--- src/sv/foc_current_p_control_step_defines.svh ---
// ----------------------------------------------------------------------------
// Assertion macros for the FOC current step block
// Shared property templates, clocked on clk with reset on rst_n.
// ----------------------------------------------------------------------------
`ifndef FOC_CURRENT_P_CONTROL_STEP_DEFINES_SVH
`define FOC_CURRENT_P_CONTROL_STEP_DEFINES_SVH

// The consequent must hold in the same cycle as the antecedent.
`define FCPC_ASSERT_NOW(lbl, ante, cons, msg) \
  lbl: assert property (@(posedge clk) disable iff (!rst_n) (ante) |-> (cons)) \
    else $error(msg);

// The consequent must hold in the cycle after the antecedent.
`define FCPC_ASSERT_NEXT(lbl, ante, cons, msg) \
  lbl: assert property (@(posedge clk) disable iff (!rst_n) (ante) |=> (cons)) \
    else $error(msg);

`endif

--- src/sv/fcpc_fifo.sv ---
// ----------------------------------------------------------------------------
// fcpc_fifo
// Small register queue with first-word fall-through read.
// ----------------------------------------------------------------------------
`default_nettype none
`include "foc_current_p_control_step_defines.svh"

module fcpc_fifo #(
  parameter int WIDTH = 8,
  parameter int DEPTH = 4
) (
  input  logic             clk,
  input  logic             rst_n,
  input  logic             wr_en,
  input  logic [WIDTH-1:0] wr_data,
  input  logic             rd_en,
  output logic [WIDTH-1:0] rd_data,
  output logic             full,
  output logic             empty
);
  localparam int AW = (DEPTH > 1) ? $clog2(DEPTH) : 1;

  logic [WIDTH-1:0] mem_r [DEPTH];
  logic [AW-1:0]    wr_ptr_r;
  logic [AW-1:0]    rd_ptr_r;
  logic [AW:0]      cnt_r;

  assign full    = (cnt_r == (AW+1)'(DEPTH));
  assign empty   = (cnt_r == '0);
  assign rd_data = mem_r[rd_ptr_r];

  always_ff @(posedge clk) begin
    if (wr_en) begin
      mem_r[wr_ptr_r] <= wr_data;
    end
  end

  always_ff @(posedge clk) begin
    if (!rst_n) begin
      wr_ptr_r <= '0;
      rd_ptr_r <= '0;
      cnt_r    <= '0;
    end else begin
      if (wr_en) begin
        wr_ptr_r <= (wr_ptr_r == AW'(DEPTH - 1)) ? '0 : wr_ptr_r + 1'b1;
      end
      if (rd_en) begin
        rd_ptr_r <= (rd_ptr_r == AW'(DEPTH - 1)) ? '0 : rd_ptr_r + 1'b1;
      end
      if (wr_en && !rd_en) begin
        cnt_r <= cnt_r + 1'b1;
      end else if (rd_en && !wr_en) begin
        cnt_r <= cnt_r - 1'b1;
      end
    end
  end

  `FCPC_ASSERT_NOW(a_no_overflow, wr_en, !full, "fifo write while full")
  `FCPC_ASSERT_NOW(a_no_underflow, rd_en, !empty, "fifo read while empty")
  `FCPC_ASSERT_NEXT(a_write_lands, (wr_en && !rd_en), !empty, "fifo lost a write")

endmodule

`default_nettype wire

--- config.mk ---
export PLATFORM = sky130hd
export DESIGN_NAME = fcpc_fifo
export DESIGN_NICKNAME = d
export VERILOG_FILES = /design/src/sv/fcpc_fifo.sv
export VERILOG_INCLUDE_DIRS = /design/src /design/src/sv
export SDC_FILE = /design/constraint.sdc
export NUM_CORES = 1
export LEC_CHECK = 0
export ABC_AREA = 0
export BUFFER_PORTS_ARGS = -buffer_cell sky130_fd_sc_hd__buf_2
export CAP_MARGIN = 20
export CORE_AREA = 3 3 61 63
export DETAILED_ROUTE_END_ITERATION = 12
export DIE_AREA = 0 0 64 66
export PLACE_DENSITY = 0.71
export SLEW_MARGIN = 40
export SYNTH_ARGS = -nofsm -noshare
export SYNTH_HDL_FRONTEND = slang
export SYNTH_SLANG_ARGS = --single-unit
--- constraint.sdc ---
create_clock -name clk -period 1.4 [get_ports clk]
set_input_delay 0.14 -clock clk [delete_from_list [all_inputs] [get_ports clk]]
set_output_delay 0.14 -clock clk [all_outputs]
set_load 0.02 [all_outputs]
* After elaboration in Yosys (flattened, before gate mapping) *
Memory sizes are Yosys's and may differ from the RTL's. A register that Yosys moved wholly into a read port is not among the register bits.
Cells that the tools add are included.

word-level totals
  output and inout bits = 10
  word-level logic and storage cells = 25
  memories kept = 1
  input bits = 12
  register bits after elaboration = 7
  RAM bits = 32

cells by class
  equal/unequal tests = 3
  mux-type cells = 8
  reduce and logical (&&, ||, !) cells = 6
  $add $sub $neg = 4

memories
  memory  words  bits a word  read ports  clocked after memory_dff  write ports  RTL line         text
  mem_r   4      8            1           1                         1            fcpc_fifo.sv:23  logic [WIDTH-1:0] mem_r [DEPTH];

operators by type and width
  operator               number
  $mux W2                4
  $mux W3                2
  $add A2 B1 Y2 const B  2
  $eq A2 B2 Y1 const B   2
  $add A3 B1 Y3 const B  1
  $eq A3 B3 Y1 const B   1
  $logic_not A3 Y1       1
  $sub A3 B1 Y3 const B  1
  $logic_and A1 B1 Y1    2
  $logic_not A1 Y1       2
  $mux W1                2
  $reduce_bool A2 Y1     1

* Longest topological paths before layout *
  word-level depth = 4
  depth in mapped cells = 7
  mapped depth without buffers = 7

* Worst setup path after synthesis *
Ideal clock, no wire load.

  kind = in2reg
  from = input rd_en
  to = register cnt_r[2]
  required time = 1.330 ns
  setup slack = -0.003 ns
  arrival time = 1.333 ns
  stages on the path = 7
  library setup time = 0.070 ns
  path buffers = 0
  path through = inv_1 > ha_1 > inv_1 > fa_1 > xor2_1 > or3_1 > a21boi_1

on the way
  longest elaborated chain between the ends = 3
  elaborated cells between the ends (all ways) = 5
  those cells by class = mux (1); reduce/logical (4)

ends and longest elaborated chain
  what                                                  RTL line         text
  start, declared                                       fcpc_fifo.sv:16  input logic rd_en,
  $logic_not A1 Y1                                      fcpc_fifo.sv:50  if (wr_en && !rd_en) begin
  $logic_and A1 B1 Y1                                   fcpc_fifo.sv:50
  $mux W3 / $reduce_bool A2 Y1 (equally long branches)  --
  end signal, assigned                                  fcpc_fifo.sv:51  cnt_r <= cnt_r + 1'b1;
  end signal, assigned                                  fcpc_fifo.sv:53  cnt_r <= cnt_r - 1'b1;
  end, declared                                         fcpc_fifo.sv:26  logic [AW:0] cnt_r;

Several ways; a longest one is shown, not always the timed one.
A chain may end at the register's enable or synchronous reset.

==> impl_metrics.env <==
export IMPL_status="finished with violations"
export IMPL_violations="setup timing"
export IMPL_max_freq_mhz=614.0
export IMPL_hold_viol_final=0
export IMPL_yosys_warnings=0
export IMPL_slew_violations=0
export IMPL_seq_area_um2=1145
export IMPL_syn_nets=105
export IMPL_multi_input_area_um2=452.9
export IMPL_p_per_area_nw_per_um2=1245
export IMPL_dieHeight_um=66
export IMPL_relSlewSlack_pct=89.82
export IMPL_crit_path_max_fanout=8
export IMPL_r2r_slack_ps=40
export IMPL_port_buffers=21
export IMPL_drive_above_1_share_pct=42.75
export IMPL_routabilityCongestion=0.7172
export IMPL_drtIter0Drc=31
export IMPL_wire_per_inst_um=14.51
export IMPL_crit_slowest_cell="mux4_2"
export IMPL_critPathLaunchType="flop"
export IMPL_yosysUniqueCellTypes=20
export IMPL_end_kind="output port"
export IMPL_drt_total_wl_mm=2.569
export IMPL_gr_total_overflow=0
export IMPL_top_layer_used="met4"
export IMPL_grt_start_max_net_pins=14
export IMPL_grt_pass1_vias=873
export IMPL_holdCritStartpoint="wr_data[1]"
export IMPL_max_stage_delay_ps=520
export IMPL_cap_violations=0
export IMPL_clock_sinks=41
export IMPL_yosysTopAreaCell="edfxtp_1"
export IMPL_dieWidth_um=64
export IMPL_clkLatencyLatePin_ps=330
export IMPL_worst_ep_required_time_ps=1260
export IMPL_synth_cells=86
export IMPL_grt_pass1_wl_mm=4.112
export IMPL_synth_area_leaders="edfxtp_1, dfxtp_1, mux4_2, ha_1, mux2i_1"
export IMPL_die_area_um2=4224
export IMPL_fin_skew_ps=11.05
export IMPL_min_path_type="in2reg"
export IMPL_n_antenna_cell=0
export IMPL_design_core_area_um2=3284
export IMPL_ir_drop_mv=0.7291
export IMPL_dr_pass1_iters=4
export IMPL_num_vias=845
export IMPL_period_minus_slack_ps=1629
export IMPL_cts_max_level=2
export IMPL_cts_tree="yes"
export IMPL_cts_root_buf="clkbuf_4"
export IMPL_power_mw=2.564
export IMPL_rsz0062_at_grt="true"
export IMPL_critPathArrivalTime_ps=1490
export IMPL_cts_clk_slew_worst_paths_ps=110
export IMPL_syn_to_final_growth_pct=27.50
export IMPL_numCtsBuffers=5
export IMPL_ys_ff_latch=41
export IMPL_syn_area_per_cell_um2=18.78
export IMPL_netlist_area_um2=1615
export IMPL_drc=0
export IMPL_cp_cell_sequence="buf_12 > mux4_2 > buf_6"
export IMPL_setup_slack_ps=-228.6
export IMPL_wl_met3_um=88
export IMPL_initial_utilization_pct=49.18
export IMPL_row_count=21
export IMPL_grtUsageTotal_pct=13.54
export IMPL_worst_pin_slew_ps=148.5
export IMPL_fillers=247
export IMPL_antenna_found_initial=0
export IMPL_leakagePower_nw=0.7852
export IMPL_dp_hpwl_mm=1.792
export IMPL_antenna_left=0
export IMPL_reg2reg_from="cnt_r[1]$_SDFFE_PN0P_"
export IMPL_nets=149
export IMPL_path_class="reg2out"
export IMPL_critical_path_buf_inv_count=2
export IMPL_cp_top_family="multiplexers"
export IMPL_route_met2_wl_mm=1.423
export IMPL_pre_cts_ws_ps=-162.5
export IMPL_synth_seq_area_share_pct=70.64
export IMPL_setup_viol=8
export IMPL_clock_path_buffers=2
export IMPL_yosysTopAreaCellShare_pct=59.49
export IMPL_min_period_over_period_pct=116.3
export IMPL_ios=22
export IMPL_wl_met1_mm=1.043
export IMPL_vias_per_cell=4.774
[cell usage after synthesis]
cell,n
and2_1,5
nor2_1,1
xor2_1,1
dfxtp_1,9
edfxtp_1,32
nor3b_1,1
nor2b_1,5
or3_1,1
o21a_1,1
inv_1,4
xnor2_1,1
fa_1,1
ha_1,6
mux4_2,8
mux2i_1,4
nor3_1,2
o21ai_0,1
a21boi_1,1
buf_6,1
clkbuf_2,1
[layout by cell type (no fill, tap or decap), drive strengths merged]
cell type and count:
a21boi 1, and2 5, buf 35, bufinv 1, clkbuf 6, clkinv 1
dfxtp 9, dlygate4sd3 4, edfxtp 32, fa 1, ha 6, inv 4
mux2i 4, mux4 8, nor2 1, nor2b 5, nor3 2, nor3b 1
o21a 1, o21ai 1, or3 1, xnor2 1, xor2 1
[metrics by stage]
step                TNS [ps]  std cells  hold slack (ps)  utilization [%]  cell area, um2
finish                 -1691        177            30.48            62.70            2059
global route           -2271        177            9.807            62.70            2059
CTS                    -1900        174            7.927            61.64            2024
detailed placement    -162.5        165            355.8            57.37            1884
global placement      -92.47        165            350.4            57.37            1884
floorplan                  0         86            238.9                -            1620
[metal layers]
metal	GRT usage [%]	up-vias
li1	-	411
met1	15.20	416
met2	23.35	16
met3	4.762	2
met4	5.660	0
met5	0	-
[where the power goes]
group	switching (mW)	internal, mW	leakage, nW
sequential	0.0358	1.39	0.369
clock	0.340	0.375	0.0422
combinational	0.202	0.225	0.374
[path summary, 6_finish.rpt]
| check | endpoint | cells past startpoint |
|---|---|---|
| max | rd_data[4] | 3 |
| min | mem_r[2][1]$_DFFE_PP_ | 1 |
| max reg2reg | cnt_r[2]$_SDFFE_PN0P_ | 4 |
| min reg2reg | cnt_r[2]$_SDFFE_PN0P_ | 2 |
[flip-flops by register name, indices dropped and copies added, names as in the netlist, named ones only]
register	flops
mem_r	32
wr_ptr_r	2
rd_ptr_r	2
cnt_r	3
[worst reg2reg max path: cells and delay by family (launching register included)]
| kind | cells | cell delay [ps] |
|---|---|---|
| xor gates and xnor gates | 1 | 150 |
| and+or+nand+nor | 1 | 300 |
| DFF | 1 | 360 |
| AOI/OAI and AO/OA | 1 | 130 |
| adders and majority gates | 1 | 360 |
[repair_timing]
| item | in CTS | in global routing |
|---|---|---|
| hold buffers | 1 | 3 |
| pin swaps | 0 | 2 |
| buffers inserted | 0 | 0 |
| endpoints found under the setup margin | 9 | 10 |
| hold endpoints to repair | 4 | 9 |
| resized for setup | 19 | 1 |
[kinds of logic after synthesis]
logic type,count (synthesis),share of synthesized area [%]
AOI/OAI and AO/OA,3,1.239
xor gates and xnor gates,2,1.085
adders and majority gates,7,5.887
buffers and inverters,6,1.936
DFF,41,70.64
muxes,12,13.63
and+or+nand+nor,15,5.577
[final cells by class]
class | count | share of cell area (%)
sequential | 41 | 55.59
multi-input combinational | 39 | 21.99
timing repair buffer | 39 | 15.19
tap | 46 | 2.795
clock buffer | 6 | 2.005
clock inverter | 2 | 1.701
inverter | 4 | 0.7290
Note: power is estimated with default switching activity, not from simulation.
