<file path="config.mk">
export PLATFORM = sky130hd
export DESIGN_NAME = fcpc_front
export DESIGN_NICKNAME = d
export VERILOG_FILES = /design/src/sv/foc_current_p_control_step_defines.svh /design/src/sv/fcpc_pkg.sv /design/src/sv/fcpc_front.sv
export SDC_FILE = /design/constraint.sdc
export NUM_CORES = 1
export LEC_CHECK = 0
export BUFFER_PORTS_ARGS = -buffer_cell sky130_fd_sc_hd__buf_2
export CAP_MARGIN = 20
export CORE_AREA = 2 2 55 57
export DETAILED_ROUTE_END_ITERATION = 16
export DIE_AREA = 0 0 57 59
export MAX_ROUTING_LAYER = met4
export PLACE_DENSITY = 0.66
export SLEW_MARGIN = 10
export SYNTH_ARGS = -nofsm -noshare
export SYNTH_HDL_FRONTEND = slang
export SYNTH_SLANG_ARGS = --single-unit
</file>
<file path="constraint.sdc">
create_clock -name clk -period 3.34 [get_ports clk]
set_input_delay 0.501 -clock clk [delete_from_list [all_inputs] [get_ports clk]]
set_output_delay 0.501 -clock clk [all_outputs]
set_load 0.01 [all_outputs]
</file>
<file path="src/sv/foc_current_p_control_step_defines.svh">
// ----------------------------------------------------------------------------
// Assertion macros for the FOC current step block
// Shared property templates, clocked on clk with reset on rst_n.
// ----------------------------------------------------------------------------
`ifndef FOC_CURRENT_P_CONTROL_STEP_DEFINES_SVH
`define FOC_CURRENT_P_CONTROL_STEP_DEFINES_SVH

// The consequent must hold in the same cycle as the antecedent.
`define FCPC_ASSERT_NOW(lbl, ante, cons, msg) \
  lbl: assert property (@(posedge clk) disable iff (!rst_n) (ante) |-> (cons)) \
    else $error(msg);

// The consequent must hold in the cycle after the antecedent.
`define FCPC_ASSERT_NEXT(lbl, ante, cons, msg) \
  lbl: assert property (@(posedge clk) disable iff (!rst_n) (ante) |=> (cons)) \
    else $error(msg);

`endif

</file>
<file path="src/sv/fcpc_pkg.sv">
// ----------------------------------------------------------------------------
// fcpc_pkg
// Types and fixed coefficients of the FOC current control step.
// ----------------------------------------------------------------------------
`default_nettype none

package fcpc_pkg;

  typedef enum logic [2:0] {
    CFG_GAIN_P,
    CFG_ANGLE_OFFSET,
    CFG_IQ_REF_SCALE,
    CFG_ID_REF,
    CFG_OUT_SCALE
  } fcpc_cfg_idx_t;

  typedef struct packed {
    logic [15:0] gain_p;
    logic [11:0] angle_offset;
    logic [11:0] iq_ref_scale;
    logic [12:0] id_ref;
    logic [15:0] out_scale;
  } fcpc_cfg_t;

  localparam logic [15:0] GAIN_P_RST       = 16'd13107;
  localparam logic [11:0] ANGLE_OFFSET_RST = 12'd550;
  localparam logic [11:0] IQ_REF_SCALE_RST = 12'd800;
  localparam logic [12:0] ID_REF_RST       = 13'd0;
  localparam logic [15:0] OUT_SCALE_RST    = 16'd20972;

  localparam logic [15:0] SIN_C1 = 16'd21024;
  localparam logic [11:0] SIN_C2 = 12'd2320;
  localparam logic [15:0] SIN_C3 = 16'd51472;
  localparam logic [15:0] SIN_MAX = 16'd32767;

  localparam logic [15:0] K_SQRT3_Q15     = 16'd28378;
  localparam logic [15:0] K_INV_SQRT3_Q15 = 16'd18919;
  localparam logic [18:0] K_RECIP3        = 19'd349526;
  localparam int          DUTY_LIM3       = 98304;
  localparam int          DUTY_BIAS       = 12582912;

endpackage

`default_nettype wire

</file>
<file path="src/sv/fcpc_front.sv">
// ----------------------------------------------------------------------------
// fcpc_front
// Input stage: forms the electrical angle and the alpha/beta current sums.
// ----------------------------------------------------------------------------
`default_nettype none

module fcpc_front #(
  parameter int ANGLE_BITS    = 12,
  parameter int RESOLVER_BITS = 10,
  parameter int CURRENT_BITS  = 12,
  parameter int ITEM_W        = 8
) (
  input  logic                     clk,
  input  logic                     rst_n,
  input  fcpc_pkg::fcpc_cfg_t      cfg,
  input  logic                     in_push,
  output logic                     in_full,
  input  logic [RESOLVER_BITS-1:0] in_resolver_raw,
  input  logic [CURRENT_BITS-1:0]  in_current_u_raw,
  input  logic [CURRENT_BITS-1:0]  in_current_v_raw,
  input  logic [CURRENT_BITS-1:0]  in_current_w_raw,
  input  logic [11:0]              in_throttle,
  output logic                     item_valid,
  input  logic                     item_ready,
  output logic [ITEM_W-1:0]        item_data
);
  import fcpc_pkg::*;

  localparam int WA  = ANGLE_BITS + RESOLVER_BITS;
  localparam int WSA = CURRENT_BITS + 2;
  localparam int WSB = CURRENT_BITS + 1;

  logic [RESOLVER_BITS-1:0]       inv;
  logic [WA-1:0]                  ang_sum;
  logic signed [CURRENT_BITS-1:0] iu, iv, iw;
  logic signed [WSA-1:0]          sa;
  logic signed [WSB-1:0]          sb;
  logic                           load;
  logic                           fr_v_r;
  logic                           fr_v_nxt;
  logic [ITEM_W-1:0]              data_r;

  always_comb begin
    inv     = ~in_resolver_raw;
    ang_sum = (WA'(inv[RESOLVER_BITS-1:2]) << (ANGLE_BITS - 7)) + WA'(cfg.angle_offset);
    iu      = {~in_current_u_raw[CURRENT_BITS-1], in_current_u_raw[CURRENT_BITS-2:0]};
    iv      = {~in_current_v_raw[CURRENT_BITS-1], in_current_v_raw[CURRENT_BITS-2:0]};
    iw      = {~in_current_w_raw[CURRENT_BITS-1], in_current_w_raw[CURRENT_BITS-2:0]};
    sa      = (WSA'(iu) <<< 1) - WSA'(iv) - WSA'(iw);
    sb      = WSB'(iv) - WSB'(iw);
  end

  assign in_full  = fr_v_r && !item_ready;
  assign load     = in_push && !in_full;
  assign fr_v_nxt = load || (fr_v_r && !item_ready);

  always_ff @(posedge clk) begin
    if (!rst_n) begin
      fr_v_r <= 1'b0;
    end else begin
      fr_v_r <= fr_v_nxt;
    end
  end

  always_ff @(posedge clk) begin
    if (load) begin
      data_r <= {ang_sum[ANGLE_BITS-1:0], sa, sb, in_throttle};
    end
  end

  assign item_valid = fr_v_r;
  assign item_data  = data_r;

endmodule

`default_nettype wire

</file>
# Word-level counts from Yosys, hierarchy flattened
# Index checks and enable logic that the tools add are counted.
# op_classes
reduce_logical	5
# op_table
op	n
$logic_and 1x1->1	2
$logic_not 1->1	2
$logic_or 1x1->1	1
# word_totals
input_bits	131
reg_bits	9

# Depth between registers and ports, before layout
# depth
word_depth	5
mapped_depth	2
depth_no_buf	2

# Least setup slack after synthesis
# No wires, ideal clock.
# synth_timing
kind	input to register
startpoint	input port item_ready
endpoint	register data_r[0] (netlist: item_data[0]) (enable)
t_required_ps	2967
t_arrival_ps	942
path_buffers	0
path_stages	2
path_slack_ps	2025
path_cell_list	nor2b_4 -> nor2b_1
# synth_between
elab_chain_len	4
# synth_rtl
element	line_no	rtl
from (decl)	fcpc_front.sv:24	input logic item_ready,
$logic_not 1->1	fcpc_front.sv:53	assign in_full = fr_v_r && !item_ready;
$logic_and 1x1->1	fcpc_front.sv:53	
$logic_not 1->1	fcpc_front.sv:54	assign load = in_push && !in_full;
$logic_and 1x1->1	fcpc_front.sv:54	
net load	fcpc_front.sv:38	logic load;
to (signal assigned)	fcpc_front.sv:67	data_r <= {ang_sum[ANGLE_BITS-1:0], sa, sb, in_throttle};
to (decl)	fcpc_front.sv:41	logic [ITEM_W-1:0] data_r;
# The timed path passes the listed nets, and every way through them passes these cells.
# A chain may end at the register's enable or synchronous reset.

# Worst setup path after layout
# layout_timing
startpoint	register fr_v_r (netlist: item_valid)
endpoint	output port in_full
# layout_between
elab_chain_len	1
# layout_rtl
element	line_no	rtl
from (decl)	fcpc_front.sv:39	logic fr_v_r;
from (signal assigned)	fcpc_front.sv:61	fr_v_r <= fr_v_nxt;
$logic_and 1x1->1	fcpc_front.sv:53	
to (decl)	fcpc_front.sv:17	output logic in_full,
# No other way between the ends.

==> impl_results.html <==
<table>
<tr><th>Metric</th><th>Value</th></tr>
<tr><th colspan="2">STA</th></tr>
<tr><td>RSZ-0062 raised after global routing</td><td>false</td></tr>
<tr><td>Total count of max-transition violations in the final report</td><td>0</td></tr>
<tr><td>Shortest period the worst path allows</td><td>1.359 ns</td></tr>
<tr><td>Fmax achieved</td><td>0.7359 GHz</td></tr>
<tr><td>Skew final</td><td>0.0007330 ns</td></tr>
<tr><td>Final Cycle Share</td><td>40.68%</td></tr>
<tr><td>Worst-case setup margin in the final layout</td><td>1.981 ns</td></tr>
<tr><td>Setup TNS</td><td>0 ns</td></tr>
<tr><td>Transition time of the tightest slew-check pin</td><td>0.6887 ns</td></tr>
<tr><td>Final setup violation count</td><td>0</td></tr>
<tr><td>Final Hold Vio Count</td><td>0</td></tr>
<tr><td>Relative max-transition margin</td><td>53.99%</td></tr>
<tr><th colspan="2">Pwr</th></tr>
<tr><td>Worst ir drop on vdd</td><td>0.2190 mV</td></tr>
<tr><td>Pwr per Cell Area</td><td>516.3 nW/um2</td></tr>
<tr><td>Leakage Power</td><td>0.1954 nW</td></tr>
<tr><th colspan="2">Clocking</th></tr>
<tr><td>TritonCTS buffer count</td><td>3</td></tr>
<tr><td>Number of instances resized during post-cts repair</td><td>0</td></tr>
<tr><td>Post-CTS repair timing setup buffer count</td><td>0</td></tr>
<tr><td>Max H-tree Level</td><td>1</td></tr>
<tr><td>Root buffer cell</td><td>clkbuf_4</td></tr>
<tr><td>TritonCTS Sinks</td><td>9</td></tr>
<tr><td>Worst-path clk slew</td><td>0.06 ns</td></tr>
<tr><td>Max clock buf depth</td><td>2</td></tr>
<tr><td>CTS tree</td><td>done</td></tr>
<tr><td>Skew-Pair Late Insertion Delay</td><td>0.25 ns</td></tr>
<tr><td>Quantity of hold-fixing buffers added after cts</td><td>0</td></tr>
<tr><th colspan="2">Place</th></tr>
<tr><td>IO Port Bufs</td><td>21</td></tr>
<tr><td>Cell Area, Placed</td><td>431.7 um2</td></tr>
<tr><td>Pre-CTS setup slack</td><td>1.770 ns</td></tr>
<tr><td>Global placer's final weighted congestion</td><td>0.6619</td></tr>
<tr><td>Cell total after placement</td><td>64</td></tr>
<tr><th colspan="2">Logic synthesis</th></tr>
<tr><td>FFs w/ async S/R, synth</td><td>0%</td></tr>
<tr><td>Most frequent cells after synthesis</td><td>8 x edfxtp_1, 1 x dfxtp_1, 1 x nor2b_1, 1 x nor2b_4, 1 x o21a_1</td></tr>
<tr><td>Number of enable flip-flop cells after synthesis</td><td>8</td></tr>
<tr><td>Post-synthesis sequential area ratio</td><td>90.43%</td></tr>
<tr><td>Count of yosys warnings during synthesis</td><td>0</td></tr>
<tr><td>Most common cell in the synthesized netlist</td><td>edfxtp_1</td></tr>
<tr><td>Mapped Area</td><td>287.8 um2</td></tr>
<tr><td>Main flop type after synthesis</td><td>edfxtp_1</td></tr>
<tr><td>Mapped Cells</td><td>12</td></tr>
<tr><td>Synth Area per Inst</td><td>23.98 um2</td></tr>
<tr><td>Synthesized net count</td><td>143</td></tr>
<tr><td>Synth top area share</td><td>83.48%</td></tr>
<tr><td>Largest area contributor in the synthesized netlist</td><td>edfxtp_1</td></tr>
<tr><td>Flops &amp; latches, synth</td><td>9</td></tr>
<tr><td>Dominant cells by area after synthesis</td><td>edfxtp_1 83%, dfxtp_1 7.0%, nor2b_4 4.8%, o21a_1 2.6%, nor2b_1 2.2%</td></tr>
<tr><td>Yosys cell types</td><td>5</td></tr>
<tr><th colspan="2">Global route</th></tr>
<tr><td>Total grt overflow</td><td>0</td></tr>
<tr><td>Vias in the first global route</td><td>228</td></tr>
<tr><td>First-pass GRT wire length</td><td>1.041 mm</td></tr>
<tr><td>Largest net degree at the start of global routing</td><td>9</td></tr>
<tr><td>Antenna violations before repair</td><td>0</td></tr>
<tr><td>GR Util All Layers</td><td>4.755%</td></tr>
<tr><th colspan="2">Final layout</th></tr>
<tr><td>Final non-filler cell total</td><td>68</td></tr>
<tr><td>Post-route cell area</td><td>457.9 um2</td></tr>
<tr><td>Antenna diode count</td><td>0</td></tr>
<tr><td>Utilization of the core after routing</td><td>16.90%</td></tr>
<tr><td>Ratio of cells with drive above 1 in the final layout</td><td>67.57%</td></tr>
<tr><td>Area growth syn-to-layout</td><td>59.13%</td></tr>
<tr><td># nets final</td><td>169</td></tr>
<tr><th colspan="2">Die</th></tr>
<tr><td>Die area</td><td>3363 um2</td></tr>
<tr><td>Vertical die dimension</td><td>59 um</td></tr>
<tr><td>Core area</td><td>2710 um2</td></tr>
<tr><td>I/O pin count</td><td>141</td></tr>
<tr><td>Number of rows created at floorplan</td><td>19</td></tr>
<tr><td>Horizontal die dimension</td><td>57 um</td></tr>
<tr><td>Starting density of the core</td><td>10.62%</td></tr>
<tr><th colspan="2">Setup path</th></tr>
<tr><td>Critical-path maximum fanout</td><td>3</td></tr>
<tr><td>Critical Path Sink Type</td><td>output pin</td></tr>
<tr><td>Arrival time at the worst endpoint</td><td>0.86 ns</td></tr>
<tr><td>Family with the most delay on the worst path</td><td>flip-flops</td></tr>
<tr><td>Number of buffers and inverters on the critical path</td><td>1</td></tr>
<tr><td>Crit-path cells</td><td>nor2b_4 &gt; buf_2</td></tr>
<tr><td>Startpoint class of the critical path</td><td>register</td></tr>
<tr><td>Required time of the critical path</td><td>2.84 ns</td></tr>
<tr><td>Worst-case register-to-register setup slack</td><td>2.01 ns</td></tr>
<tr><td>Maximum single-stage delay on the critical path</td><td>0.32 ns</td></tr>
<tr><td>Kind of critical path</td><td>register to output pin</td></tr>
<tr><td>Crit Reg-Reg Startpoint</td><td>item_valid</td></tr>
<tr><td>Slowest cell on crit path</td><td>dfxtp_1</td></tr>
<tr><td>Cells on worst reg2reg path</td><td>2</td></tr>
<tr><td>Worst flop-to-flop path endpoint</td><td>item_data[5]</td></tr>
<tr><th colspan="2">Outcome</th></tr>
<tr><td>Status</td><td>finished clean</td></tr>
<tr><th colspan="2">Routing</th></tr>
<tr><td>Average vias per placed instance</td><td>2.956</td></tr>
<tr><td>First-iteration detailed-routing DRC count</td><td>9</td></tr>
<tr><td>Wire length per cell after detailed routing</td><td>10.25 um</td></tr>
<tr><td>Number of nets with antenna violations after detailed routing</td><td>0</td></tr>
<tr><td>Total wirelength of the detailed-routed design</td><td>697 um</td></tr>
<tr><td>Remaining DRCs</td><td>0</td></tr>
<tr><td>Number of detailed-route iterations in the first pass</td><td>2</td></tr>
<tr><td>Vias post-DR</td><td>201</td></tr>
<tr><th colspan="2">Hold path</th></tr>
<tr><td>Type of the most critical hold path</td><td>input pin to register</td></tr>
<tr><td>Hold wc startpoint</td><td>in_throttle[1]</td></tr>
<tr><td>Count of cells along the worst hold path</td><td>1</td></tr>
<tr><td>Terminating pin of the worst hold path</td><td>item_data[1]</td></tr>
<tr><th colspan="2">Flow run</th></tr>
<tr><td>Max-cap violations</td><td>0</td></tr>
</table>
==> stage by stage <==
step / hold slack [ns] / total power [W]
2_1_floorplan: 0.5999 / 0.0001424
3_3_place_gp: 0.5818 / 0.0001564
3_5_place_dp: 0.6133 / 0.0001570
4_1_cts: 0.4048 / 0.0002422
5_1_grt: 0.3955 / 0.0002508
6_report: 0.4199 / 0.0002364
==> cell families (layout without fill, tap and decap cells) <==
group | count (synthesis) | after routing | share of synthesized area (%)
flip-flops | 9 | 9 | 90.43
AO/OA/AOI/OAI | 1 | 1 | 2.610
AND/OR/NAND/NOR | 2 | 2 | 6.957
buffers and inverters | 0 | 25 | 0
==> cells in the final DEF, fill, tap and decap left out, drive strengths merged <==
master  instances
o21a            1
nor2b           2
edfxtp          8
buf            21
dfxtp           1
clkbuf          4
==> registers in the layout, indices dropped and copies added, names as in the netlist <==
name and cells:
item_data 8, item_valid 1
==> routing by layer <==
layer | vias to the layer above | share of wire, % | global-route usage (%)
li1 | 95 | - | -
met1 | 92 | 34 | 3.946
met2 | 14 | 56 | 7.389
met5 | - | 0 | -
met3 | 0 | 9.5 | 2.402
met4 | 0 | 0 | 4.983
==> report_power, final <==
group / internal [W] / switching (W) / total (W)
clock network: 0.0000459 / 0.0000364 / 0.0000824
logic: 0.0000107 / 0.0000112 / 0.0000219
registers: 0.000130 / 0.00000178 / 0.000132
==> area by class of cell <==
cell class / instances / area [um2]
clock buffer: 4 / 26.28
fill: 311 / 2252
multi-input combinational: 3 / 27.53
sequential: 9 / 260.3
tap: 31 / 38.79
timing repair buffer: 21 / 105.1
==> worst max path at each step <==
stage | slack, ns | to | startpoint | cells after the start
after floorplan | 2.03 | item_data[0] | item_ready | 2
after global placement | 1.83 | item_data[1] | item_ready | 3
after detailed placement | 1.77 | item_data[5] | item_ready | 3
after CTS | 1.96 | in_full | item_valid | 2
after global routing | 1.90 | item_data[0] | item_valid | 2
final | 1.98 | in_full | item_valid | 2
Note: power is estimated with default switching activity, not from simulation.
