===== config.mk =====
export PLATFORM = sky130hd
export DESIGN_NAME = fcpc_back
export DESIGN_NICKNAME = d
export VERILOG_FILES = /design/src/sv/foc_current_p_control_step_defines.svh /design/src/sv/fcpc_pkg.sv /design/src/sv/fcpc_sine.sv /design/src/sv/fcpc_back.sv
export SDC_FILE = /design/constraint.sdc
export NUM_CORES = 1
export LEC_CHECK = 0
export BUFFER_PORTS_ARGS = -buffer_cell sky130_fd_sc_hd__buf_2
export CORE_MARGIN = 5
export CORE_UTILIZATION = 32
export CTS_BUF_LIST = sky130_fd_sc_hd__clkbuf_8
export CTS_CLUSTER_DIAMETER = 30
export DETAILED_ROUTE_END_ITERATION = 10
export PLACE_DENSITY = 0.86
export RECOVER_POWER = 50
export SLEW_MARGIN = 20
export SYNTH_ARGS = -nofsm -noshare
export SYNTH_HDL_FRONTEND = slang
export SYNTH_SLANG_ARGS = --single-unit

===== constraint.sdc =====
create_clock -name clk -period 3.04 [get_ports clk]
set_clock_uncertainty 0.2 [all_clocks]
set_input_delay 0.304 -clock clk [delete_from_list [all_inputs] [get_ports clk]]
set_output_delay 0.304 -clock clk [all_outputs]
set_load 0.1 [all_outputs]

===== src/sv/foc_current_p_control_step_defines.svh =====
// ----------------------------------------------------------------------------
// Assertion macros for the FOC current step block
// Shared property templates, clocked on clk with reset on rst_n.
// ----------------------------------------------------------------------------
`ifndef FOC_CURRENT_P_CONTROL_STEP_DEFINES_SVH
`define FOC_CURRENT_P_CONTROL_STEP_DEFINES_SVH

// The consequent must hold in the same cycle as the antecedent.
`define FCPC_ASSERT_NOW(lbl, ante, cons, msg) \
  lbl: assert property (@(posedge clk) disable iff (!rst_n) (ante) |-> (cons)) \
    else $error(msg);

// The consequent must hold in the cycle after the antecedent.
`define FCPC_ASSERT_NEXT(lbl, ante, cons, msg) \
  lbl: assert property (@(posedge clk) disable iff (!rst_n) (ante) |=> (cons)) \
    else $error(msg);

`endif


===== src/sv/fcpc_pkg.sv =====
// ----------------------------------------------------------------------------
// fcpc_pkg
// Types and fixed coefficients of the FOC current control step.
// ----------------------------------------------------------------------------
`default_nettype none

package fcpc_pkg;

  typedef enum logic [2:0] {
    CFG_GAIN_P,
    CFG_ANGLE_OFFSET,
    CFG_IQ_REF_SCALE,
    CFG_ID_REF,
    CFG_OUT_SCALE
  } fcpc_cfg_idx_t;

  typedef struct packed {
    logic [15:0] gain_p;
    logic [11:0] angle_offset;
    logic [11:0] iq_ref_scale;
    logic [12:0] id_ref;
    logic [15:0] out_scale;
  } fcpc_cfg_t;

  localparam logic [15:0] GAIN_P_RST       = 16'd13107;
  localparam logic [11:0] ANGLE_OFFSET_RST = 12'd550;
  localparam logic [11:0] IQ_REF_SCALE_RST = 12'd800;
  localparam logic [12:0] ID_REF_RST       = 13'd0;
  localparam logic [15:0] OUT_SCALE_RST    = 16'd20972;

  localparam logic [15:0] SIN_C1 = 16'd21024;
  localparam logic [11:0] SIN_C2 = 12'd2320;
  localparam logic [15:0] SIN_C3 = 16'd51472;
  localparam logic [15:0] SIN_MAX = 16'd32767;

  localparam logic [15:0] K_SQRT3_Q15     = 16'd28378;
  localparam logic [15:0] K_INV_SQRT3_Q15 = 16'd18919;
  localparam logic [18:0] K_RECIP3        = 19'd349526;
  localparam int          DUTY_LIM3       = 98304;
  localparam int          DUTY_BIAS       = 12582912;

endpackage

`default_nettype wire


===== src/sv/fcpc_sine.sv =====
// ----------------------------------------------------------------------------
// fcpc_sine
// Four-stage Q1.15 sine evaluator using a quarter-wave polynomial.
// ----------------------------------------------------------------------------
`default_nettype none

module fcpc_sine #(
  parameter int ANGLE_BITS = 12
) (
  input  logic                  clk,
  input  logic                  en,
  input  logic [ANGLE_BITS-1:0] angle,
  output logic signed [15:0]    value
);
  import fcpc_pkg::*;

  localparam int XW = ANGLE_BITS - 1;
  localparam logic [XW-1:0] QSZ = XW'(1) << (ANGLE_BITS - 2);

  logic [1:0]    quad;
  logic [XW-1:0] x;
  logic [15:0]   z;
  logic [31:0]   zz;
  logic [27:0]   m1;
  logic [31:0]   m2;
  logic [31:0]   m3;
  logic [16:0]   y;

  logic [15:0] z1_r, z2_1_r, z2_r, z3_r, z2_2_r, t1_r, t2_r;
  logic        neg1_r, neg2_r, neg3_r;
  logic signed [15:0] value_r;

  always_comb begin
    quad = angle[ANGLE_BITS-1:ANGLE_BITS-2];
    x    = {1'b0, angle[ANGLE_BITS-3:0]};
    if (quad[0]) begin
      x = QSZ - x;
    end
    z  = 16'(x) << (17 - ANGLE_BITS);
    zz = z * z;
    m1 = z2_1_r * SIN_C2;
    m2 = z2_2_r * t1_r;
    m3 = z3_r * t2_r;
    y  = m3[31:15];
  end

  always_ff @(posedge clk) begin
    if (en) begin
      z1_r    <= z;
      z2_1_r  <= zz[30:15];
      neg1_r  <= quad[1];
      z2_r    <= z1_r;
      z2_2_r  <= z2_1_r;
      t1_r    <= SIN_C1 - 16'(m1[27:15]);
      neg2_r  <= neg1_r;
      z3_r    <= z2_r;
      t2_r    <= SIN_C3 - m2[30:15];
      neg3_r  <= neg2_r;
      if (y > 17'(SIN_MAX)) begin
        value_r <= neg3_r ? -$signed(SIN_MAX) : $signed(SIN_MAX);
      end else begin
        value_r <= neg3_r ? -$signed(y[15:0]) : $signed(y[15:0]);
      end
    end
  end

  assign value = value_r;

endmodule

`default_nettype wire


===== src/sv/fcpc_back.sv =====
// ----------------------------------------------------------------------------
// fcpc_back
// Pipelined Park transform, P control, inverse transforms and duty scaling.
// ----------------------------------------------------------------------------
`default_nettype none

module fcpc_back #(
  parameter int ANGLE_BITS   = 12,
  parameter int CURRENT_BITS = 12,
  parameter int ITEM_W       = 8,
  parameter int RES_W        = 8
) (
  input  logic                clk,
  input  logic                rst_n,
  input  fcpc_pkg::fcpc_cfg_t cfg,
  input  logic                in_empty,
  input  logic [ITEM_W-1:0]   in_data,
  output logic                in_pop,
  input  logic                out_full,
  output logic                out_push,
  output logic [RES_W-1:0]    out_data
);
  import fcpc_pkg::*;

  localparam int NS    = 15;
  localparam int WSA   = CURRENT_BITS + 2;
  localparam int WSB   = CURRENT_BITS + 1;
  localparam int WIB   = WSB + 17;
  localparam int WACS  = WSA + 16;
  localparam int WBS   = WIB + 16;
  localparam int WNUM  = WBS + 2;
  localparam int WI    = WNUM - 15;
  localparam int WREF  = 29;
  localparam int WE    = ((WI > WREF) ? WI : WREF) + 1;
  localparam int WPD   = WE + 17;
  localparam int WD    = WE + 2;
  localparam int WPV   = WD + 16;
  localparam int WVS   = WPV + 2;
  localparam int WVA   = WVS - 15;
  localparam int WVBR  = WVA + 17;
  localparam int WVB   = WVBR + 1 - 15;
  localparam int WX    = WVB + 3;
  localparam int WP    = WX + 17;
  localparam int WN    = WP + 1;
  localparam int WQ    = WN - 23;
  localparam int WER   = WE + 1 - 15;

  logic adv;
  logic [NS:1] v_r;

  logic [ANGLE_BITS-1:0]  ang0, ang_cos0;
  logic signed [WSA-1:0]  sa0;
  logic signed [WSB-1:0]  sb0;
  logic [11:0]            thr0;
  logic signed [15:0]     sin_val, cos_val;

  logic [ANGLE_BITS-1:0]  ang_r [1:NS];
  logic signed [WSA-1:0]  sa_r  [1:4];
  logic signed [WIB-1:0]  ib_r  [1:4];
  logic [23:0]            iqr_r [1:5];
  logic signed [15:0]     sn_r  [5:8];
  logic signed [15:0]     cs_r  [5:8];
  logic signed [WACS-1:0] acs5_r, asn5_r;
  logic signed [WBS-1:0]  bsn5_r, bcs5_r;
  logic signed [WE-1:0]   ed6_r, eq6_r;
  logic signed [WPD-1:0]  pd7_r, pq7_r;
  logic signed [14:0]     errd_r [7:NS];
  logic signed [14:0]     errq_r [7:NS];
  logic signed [WD-1:0]   vd8_r, vq8_r;
  logic signed [WPV-1:0]  pvdc9_r, pvqs9_r, pvds9_r, pvqc9_r;
  logic signed [WVA-1:0]  va10_r, vb10_r, va11_r;
  logic signed [WVBR-1:0] vbr11_r;
  logic signed [WX-1:0]   x3_r [3];
  logic signed [WP-1:0]   p13_r [3];
  logic [17:0]            u14_r [3];
  logic [36:0]            p15_r [3];

  logic signed [WNUM-1:0] id_sum, iq_sum;
  logic signed [WI-1:0]   id6, iq6;
  logic signed [WE-1:0]   ed6_nxt, eq6_nxt;
  logic signed [WE:0]     ed_rnd, eq_rnd;
  logic signed [WER-1:0]  erd7, erq7;
  logic signed [14:0]     errd7_nxt, errq7_nxt;
  logic signed [WPD:0]    pd_rnd, pq_rnd;
  logic signed [WVS-1:0]  va_sum, vb_sum;
  logic signed [WVBR:0]   vbs_sum;
  logic signed [WVB-1:0]  vbs12;
  logic signed [WX-1:0]   x3_nxt [3];
  logic signed [WN-1:0]   n14 [3];
  logic signed [WQ-1:0]   q14 [3];
  logic [17:0]            u14_nxt [3];
  logic [15:0]            duty [3];

  assign adv      = !(v_r[NS] && out_full);
  assign in_pop   = adv && !in_empty;
  assign out_push = adv && v_r[NS];

  assign {ang0, sa0, sb0, thr0} = in_data;
  assign ang_cos0 = ang0 + (ANGLE_BITS'(1) << (ANGLE_BITS - 2));

  fcpc_sine #(.ANGLE_BITS(ANGLE_BITS)) u_sin (
    .clk   (clk),
    .en    (adv),
    .angle (ang0),
    .value (sin_val)
  );

  fcpc_sine #(.ANGLE_BITS(ANGLE_BITS)) u_cos (
    .clk   (clk),
    .en    (adv),
    .angle (ang_cos0),
    .value (cos_val)
  );

  always_comb begin
    id_sum  = (WNUM'(acs5_r) <<< 14) + WNUM'(bsn5_r) + WNUM'(16384);
    iq_sum  = WNUM'(bcs5_r) - (WNUM'(asn5_r) <<< 14) + WNUM'(16384);
    id6     = id_sum[WNUM-1:15];
    iq6     = iq_sum[WNUM-1:15];
    ed6_nxt = WE'($signed({cfg.id_ref, 15'b0})) - WE'(id6);
    eq6_nxt = WE'($signed({1'b0, iqr_r[5], 3'b0})) - WE'(iq6);

    ed_rnd  = (WE+1)'(ed6_r) + (WE+1)'(16384);
    eq_rnd  = (WE+1)'(eq6_r) + (WE+1)'(16384);
    erd7    = ed_rnd[WE:15];
    erq7    = eq_rnd[WE:15];
    if (erd7 > WER'(16383)) begin
      errd7_nxt = 15'sd16383;
    end else if (erd7 < -WER'(16384)) begin
      errd7_nxt = -15'sd16384;
    end else begin
      errd7_nxt = 15'(erd7);
    end
    if (erq7 > WER'(16383)) begin
      errq7_nxt = 15'sd16383;
    end else if (erq7 < -WER'(16384)) begin
      errq7_nxt = -15'sd16384;
    end else begin
      errq7_nxt = 15'(erq7);
    end

    pd_rnd  = (WPD+1)'(pd7_r) + (WPD+1)'(32768);
    pq_rnd  = (WPD+1)'(pq7_r) + (WPD+1)'(32768);

    va_sum  = WVS'(pvdc9_r) - WVS'(pvqs9_r) + WVS'(16384);
    vb_sum  = WVS'(pvds9_r) + WVS'(pvqc9_r) + WVS'(16384);

    vbs_sum   = (WVBR+1)'(vbr11_r) + (WVBR+1)'(16384);
    vbs12     = vbs_sum[WVBR:15];
    x3_nxt[0] = WX'(va11_r) <<< 1;
    x3_nxt[1] = (WX'(vbs12) <<< 1) + WX'(vbs12) - WX'(va11_r);
    x3_nxt[2] = -(WX'(vbs12) <<< 1) - WX'(vbs12) - WX'(va11_r);

    for (int k = 0; k < 3; k++) begin
      n14[k] = WN'(p13_r[k]) + WN'(DUTY_BIAS);
      q14[k] = n14[k][WN-1:23];
      if (q14[k] > WQ'(DUTY_LIM3 - 1)) begin
        u14_nxt[k] = 18'(2 * DUTY_LIM3 - 1);
      end else if (q14[k] < -WQ'(DUTY_LIM3)) begin
        u14_nxt[k] = '0;
      end else begin
        u14_nxt[k] = 18'(q14[k] + WQ'(DUTY_LIM3));
      end
      duty[k] = {~p15_r[k][35], p15_r[k][34:20]};
    end
  end

  always_ff @(posedge clk) begin
    if (!rst_n) begin
      v_r <= '0;
    end else if (adv) begin
      v_r <= {v_r[NS-1:1], !in_empty};
    end
  end

  always_ff @(posedge clk) begin
    if (adv) begin
      ang_r[1] <= ang0;
      for (int k = 2; k <= NS; k++) begin
        ang_r[k] <= ang_r[k-1];
      end
      sa_r[1]  <= sa0;
      ib_r[1]  <= sb0 * $signed({1'b0, K_SQRT3_Q15});
      iqr_r[1] <= thr0 * cfg.iq_ref_scale;
      for (int k = 2; k <= 4; k++) begin
        sa_r[k] <= sa_r[k-1];
        ib_r[k] <= ib_r[k-1];
      end
      for (int k = 2; k <= 5; k++) begin
        iqr_r[k] <= iqr_r[k-1];
      end
      sn_r[5] <= sin_val;
      cs_r[5] <= cos_val;
      for (int k = 6; k <= 8; k++) begin
        sn_r[k] <= sn_r[k-1];
        cs_r[k] <= cs_r[k-1];
      end
      acs5_r <= sa_r[4] * cos_val;
      asn5_r <= sa_r[4] * sin_val;
      bsn5_r <= ib_r[4] * sin_val;
      bcs5_r <= ib_r[4] * cos_val;
      ed6_r  <= ed6_nxt;
      eq6_r  <= eq6_nxt;
      pd7_r  <= ed6_r * $signed({1'b0, cfg.gain_p});
      pq7_r  <= eq6_r * $signed({1'b0, cfg.gain_p});
      errd_r[7] <= errd7_nxt;
      errq_r[7] <= errq7_nxt;
      for (int k = 8; k <= NS; k++) begin
        errd_r[k] <= errd_r[k-1];
        errq_r[k] <= errq_r[k-1];
      end
      vd8_r   <= pd_rnd[WPD:16];
      vq8_r   <= pq_rnd[WPD:16];
      pvdc9_r <= vd8_r * cs_r[8];
      pvqs9_r <= vq8_r * sn_r[8];
      pvds9_r <= vd8_r * sn_r[8];
      pvqc9_r <= vq8_r * cs_r[8];
      va10_r  <= va_sum[WVS-1:15];
      vb10_r  <= vb_sum[WVS-1:15];
      vbr11_r <= vb10_r * $signed({1'b0, K_INV_SQRT3_Q15});
      va11_r  <= va10_r;
      for (int k = 0; k < 3; k++) begin
        x3_r[k]  <= x3_nxt[k];
        p13_r[k] <= x3_r[k] * $signed({1'b0, cfg.out_scale});
        u14_r[k] <= u14_nxt[k];
        p15_r[k] <= u14_r[k] * K_RECIP3;
      end
    end
  end

  assign out_data = {duty[0], duty[1], duty[2], errd_r[NS], errq_r[NS], ang_r[NS]};

endmodule

`default_nettype wire


=== Yosys cells after proc, flatten, opt, wreduce, memory -nomap -nowiden ===
Memories as Yosys holds them, arrays and structs flattened.
Index checks and enable logic that the tools add are counted.

* Bits in registers: 15
* Memory bits (read-only): 0
* Latch bits: 0
* Logic and storage cells: 8
* Memories kept: 1
* RAM bits: 180
* Input bits: 81

{| class="wikitable"
|+ Memories
! memory !! words !! width !! read ports !! clocked after memory_dff !! write ports !! RTL line !! source
|-
| ang_r || 15 || 12 || 15 || 0 || 15 || fcpc_back.sv:57 || <nowiki>logic [ANGLE_BITS-1:0] ang_r [1:NS];</nowiki>
|}

* Add/sub/neg operators: 0
* Shift operators: 0
* Equality and inequality tests: 0
* Reductions and logical operators: 5
* Div/mod/pow operators: 0
* Bitwise gates (word level): 0
* Multipliers: 0
* Mux-type cells: 1
* $lt $le $gt $ge: 0

{| class="wikitable"
|+ Operators by type and width
! operator !! count
|-
| $logic_and 1x1->1 || 3
|-
| $logic_not 1->1 || 2
|-
| $mux 1 || 1
|}

=== Depth between registers and ports, before layout ===
* Word-level depth: 3
* Depth in mapped cells: 4
* Gate-level depth less buffers: 2

=== Worst setup path before layout ===
OpenSTA, ideal clock, no wires.

* Path type: reg-to-reg
* From: reg v_r[15] (netlist name)
* To: reg v_r[1] (netlist name)
* Clock period less this slack: 2.352 ns
* Path slack: 0.688 ns
* Cell stages (with the launch flop): 3
* Arrival: 2.087 ns
* Data required time: 2.776 ns
* Cell sequence: dfxtp_1 > a21oi_1 > o21a_1

* Cells in the longest elaborated chain, start to end: 1

{| class="wikitable"
|+ Ends and longest elaborated chain
! element !! RTL line !! source
|-
| from (decl) || fcpc_back.sv:49 || <nowiki>logic [NS:1] v_r;</nowiki>
|-
| from (signal assigned) || fcpc_back.sv:172 || <nowiki>v_r <= {v_r[NS-1:1], !in_empty};</nowiki>
|-
| $logic_and 1x1->1 || fcpc_back.sv:94 || <nowiki>assign adv = !(v_r[NS] && out_full);</nowiki>
|}

No other way between the ends.
A chain may end at the register's enable or synchronous reset.

=== Final worst setup path ===
* From: reg v_r[15] (netlist name)
* To: reg v_r[2] (netlist name)

The elaborated chain is that of the path after synthesis.

==> impl_metrics.json <==
{
  "layout.nets": 147,
  "ys_seq_area_frac": 0.478,
  "synth-seq-cells": 15,
  "crit_buf_inv": 0,
  "worstSetupPathType": "flip-flop to flip-flop",
  "vias": 386,
  "top_regs": "v_r: 15 flops",
  "h-tree-depth": 1,
  "io_pins": 91,
  "hp-class": "input pin to flip-flop",
  "cp_slowest_cell": "and2_0",
  "initial_core_util": 0.327,
  "final_common_cell": "dfxtp_1",
  "cp.arrival_ns": 1.73,
  "timing.critical_path.from_type": "flip-flop",
  "worst_skew_pair.late_latency_ns": 0.24,
  "die_w_um": 54.3,
  "cts_root_buf": "clkbuf_8",
  "yosys_warnings": 0,
  "hold_ws_ns": 0.163,
  "drc_errors": 0,
  "min_from": "out_full",
  "firstDrtPassIters": 4,
  "setup_viol": 0,
  "final_cell_mix": "dfxtp_1, nand2_1, mux2i_1",
  "die_h_um": 54.3,
  "worst_slew_pin_slew_ns": 1.06,
  "fin_crit_sh": 0.582,
  "grt_use_total": 0.0713,
  "n_antenna_cell": 0,
  "reg2reg_depth": 2,
  "netlist_area_um2": 628,
  "ys_types": 16,
  "antenna_found_initial": 0,
  "std_cell_rows": 16,
  "core_area_um2": 1920,
  "maxClockFrequency_ghz": 0.565,
  "power.static_leakage_uw": 0.000252,
  "status": "complete, no violations",
  "cp_top_family": "simple AND/OR/NAND/NOR gates",
  "holdPathStages": 3,
  "grt_max_degree": 17,
  "hold_viol": 0,
  "required_ns": 3.00,
  "maxCapViolations": 0,
  "holdBufCountCts": 0,
  "via_per_inst": 4.20,
  "antenna_left": 0,
  "grt_pass1_vias": 356,
  "r2r_setup_slack_ns": 1.27,
  "fin_tns_setup_ns": 0,
  "crit_chain": "and2_0 -> mux2i_1",
  "drv_slew": 0,
  "post_cts_resized": 0,
  "cts.sinks": 15,
  "largest-register": "v_r",
  "drt_iter0_markers": 6,
  "path_clk_slew_ns": 0.06,
  "port-buffer-count": 5,
  "rsz0062_at_grt": "no",
  "cp_slowest_stage_delay_ns": 0.84,
  "syn_inst": 61,
  "totalWireLength_um": 866,
  "hold_end": "v_r[14]$_SDFFE_PN0N_",
  "vdd_drop_max_uv": 163,
  "syn_avg_cell_area_um2": 10.3,
  "powerDensity_nw_per_um2": 628,
  "r2r-end": "v_r[2]$_SDFFE_PN0N_",
  "dpl.hpwl_um": 606,
  "crit_fanout": 14,
  "drive_above_1_share": 0.123,
  "period_minus_slack_ns": 1.77,
  "dieArea_um2": 2950,
  "post_cts_buffers": 0,
  "numCtsBuffers": 3,
  "cp-end-kind": "flip-flop",
  "cts_tree": "yes",
  "place.gp.congestion": 0.640,
  "max_slew_margin": 0.292,
  "grt_overflow": 0,
  "r2r-start": "v_r[15]$_SDFFE_PN0N_",
  "grt_pass1_wl_mm": 1.46,
  "clock_path_buffers": 2,
  "largest_reg_flops": 15,
  "synthToLayoutAreaGrowth_pct": 4.18,
  "wl_per_cell_um": 9.41
}
[cells in the mapped netlist]
cell type	instances	share of area
and3_1	1	0.010
conb_1	1	0.0060
buf_12	1	0.032
dfxtp_1	15	0.48
and2b_1	1	0.012
a21oi_1	1	0.0080
buf_4	8	0.096
nand2_1	13	0.078
and2_4	1	0.014
mux2i_1	12	0.19
o21a_1	2	0.024
o21ai_1	1	0.0080
nand4_1	1	0.010
buf_6	1	0.018
buf_2	1	0.0080
clkbuf_2	1	0.0080
[layer usage]
layer / GRT usage / up-vias / share of wire
li1: - / 188 / -
met1: 0.0822 / 177 / 0.42
met2: 0.110 / 18 / 0.43
met3: 0.0245 / 3 / 0.12
met4: 0.0498 / 0 / 0.028
met5: 0 / - / 0
[cells by family after synthesis]
logic type,after synthesis,synth area share
buf+inv,12,0.161
other cells,1,0.00597
compound gates,4,0.0398
mux,12,0.191
simple gates,17,0.124
flops,15,0.478
[layout make-up]
cell class	instances	area, um^2
multi-input cells	41	250
flip-flops and latches	15	300
clock buffers	3	41.3
fillers	206	1270
clock inverters	1	3.75
repair buffers	5	25.0
well taps	27	33.8
[power by group]
group,switching (uW),internal [uW]
registers,0.605,199
clock network,65.3,89.2
logic,53.5,3.33
total,119,291
[worst max-delay path by stage]
stage	start	to	slack, ns	depth (start not counted)
2_1_floorplan	v_r[15]$_SDFFE_PN0N_	v_r[1]$_SDFFE_PN0N_	0.69	2
3_3_place_gp	out_full	in_pop	1.49	3
3_5_place_dp	out_full	in_pop	1.45	3
4_1_cts	v_r[15]$_SDFFE_PN0N_	in_pop	1.30	2
5_1_grt	v_r[15]$_SDFFE_PN0N_	v_r[14]$_SDFFE_PN0N_	1.09	2
6_report	v_r[15]$_SDFFE_PN0N_	v_r[2]$_SDFFE_PN0N_	1.27	2
[through the flow]
step / power [uW] / cells / cell area (um^2) / utilization / setup slack [ns]
floorplan: 265 / 68 / 654 / - / 0.688
global placement: 260 / 88 / 612 / 0.318 / 1.49
detailed placement: 260 / 88 / 612 / 0.318 / 1.45
CTS: 415 / 92 / 657 / 0.342 / 1.30
global route: 426 / 92 / 654 / 0.340 / 1.09
finish: 411 / 92 / 654 / 0.340 / 1.27
[worst reg2reg max path: stages, from the launching register on]
cell and delay [ns]:
dfxtp_1 0.37, and2_0 0.84, mux2i_1 0.28
Power figures use the tool's default switching activity.
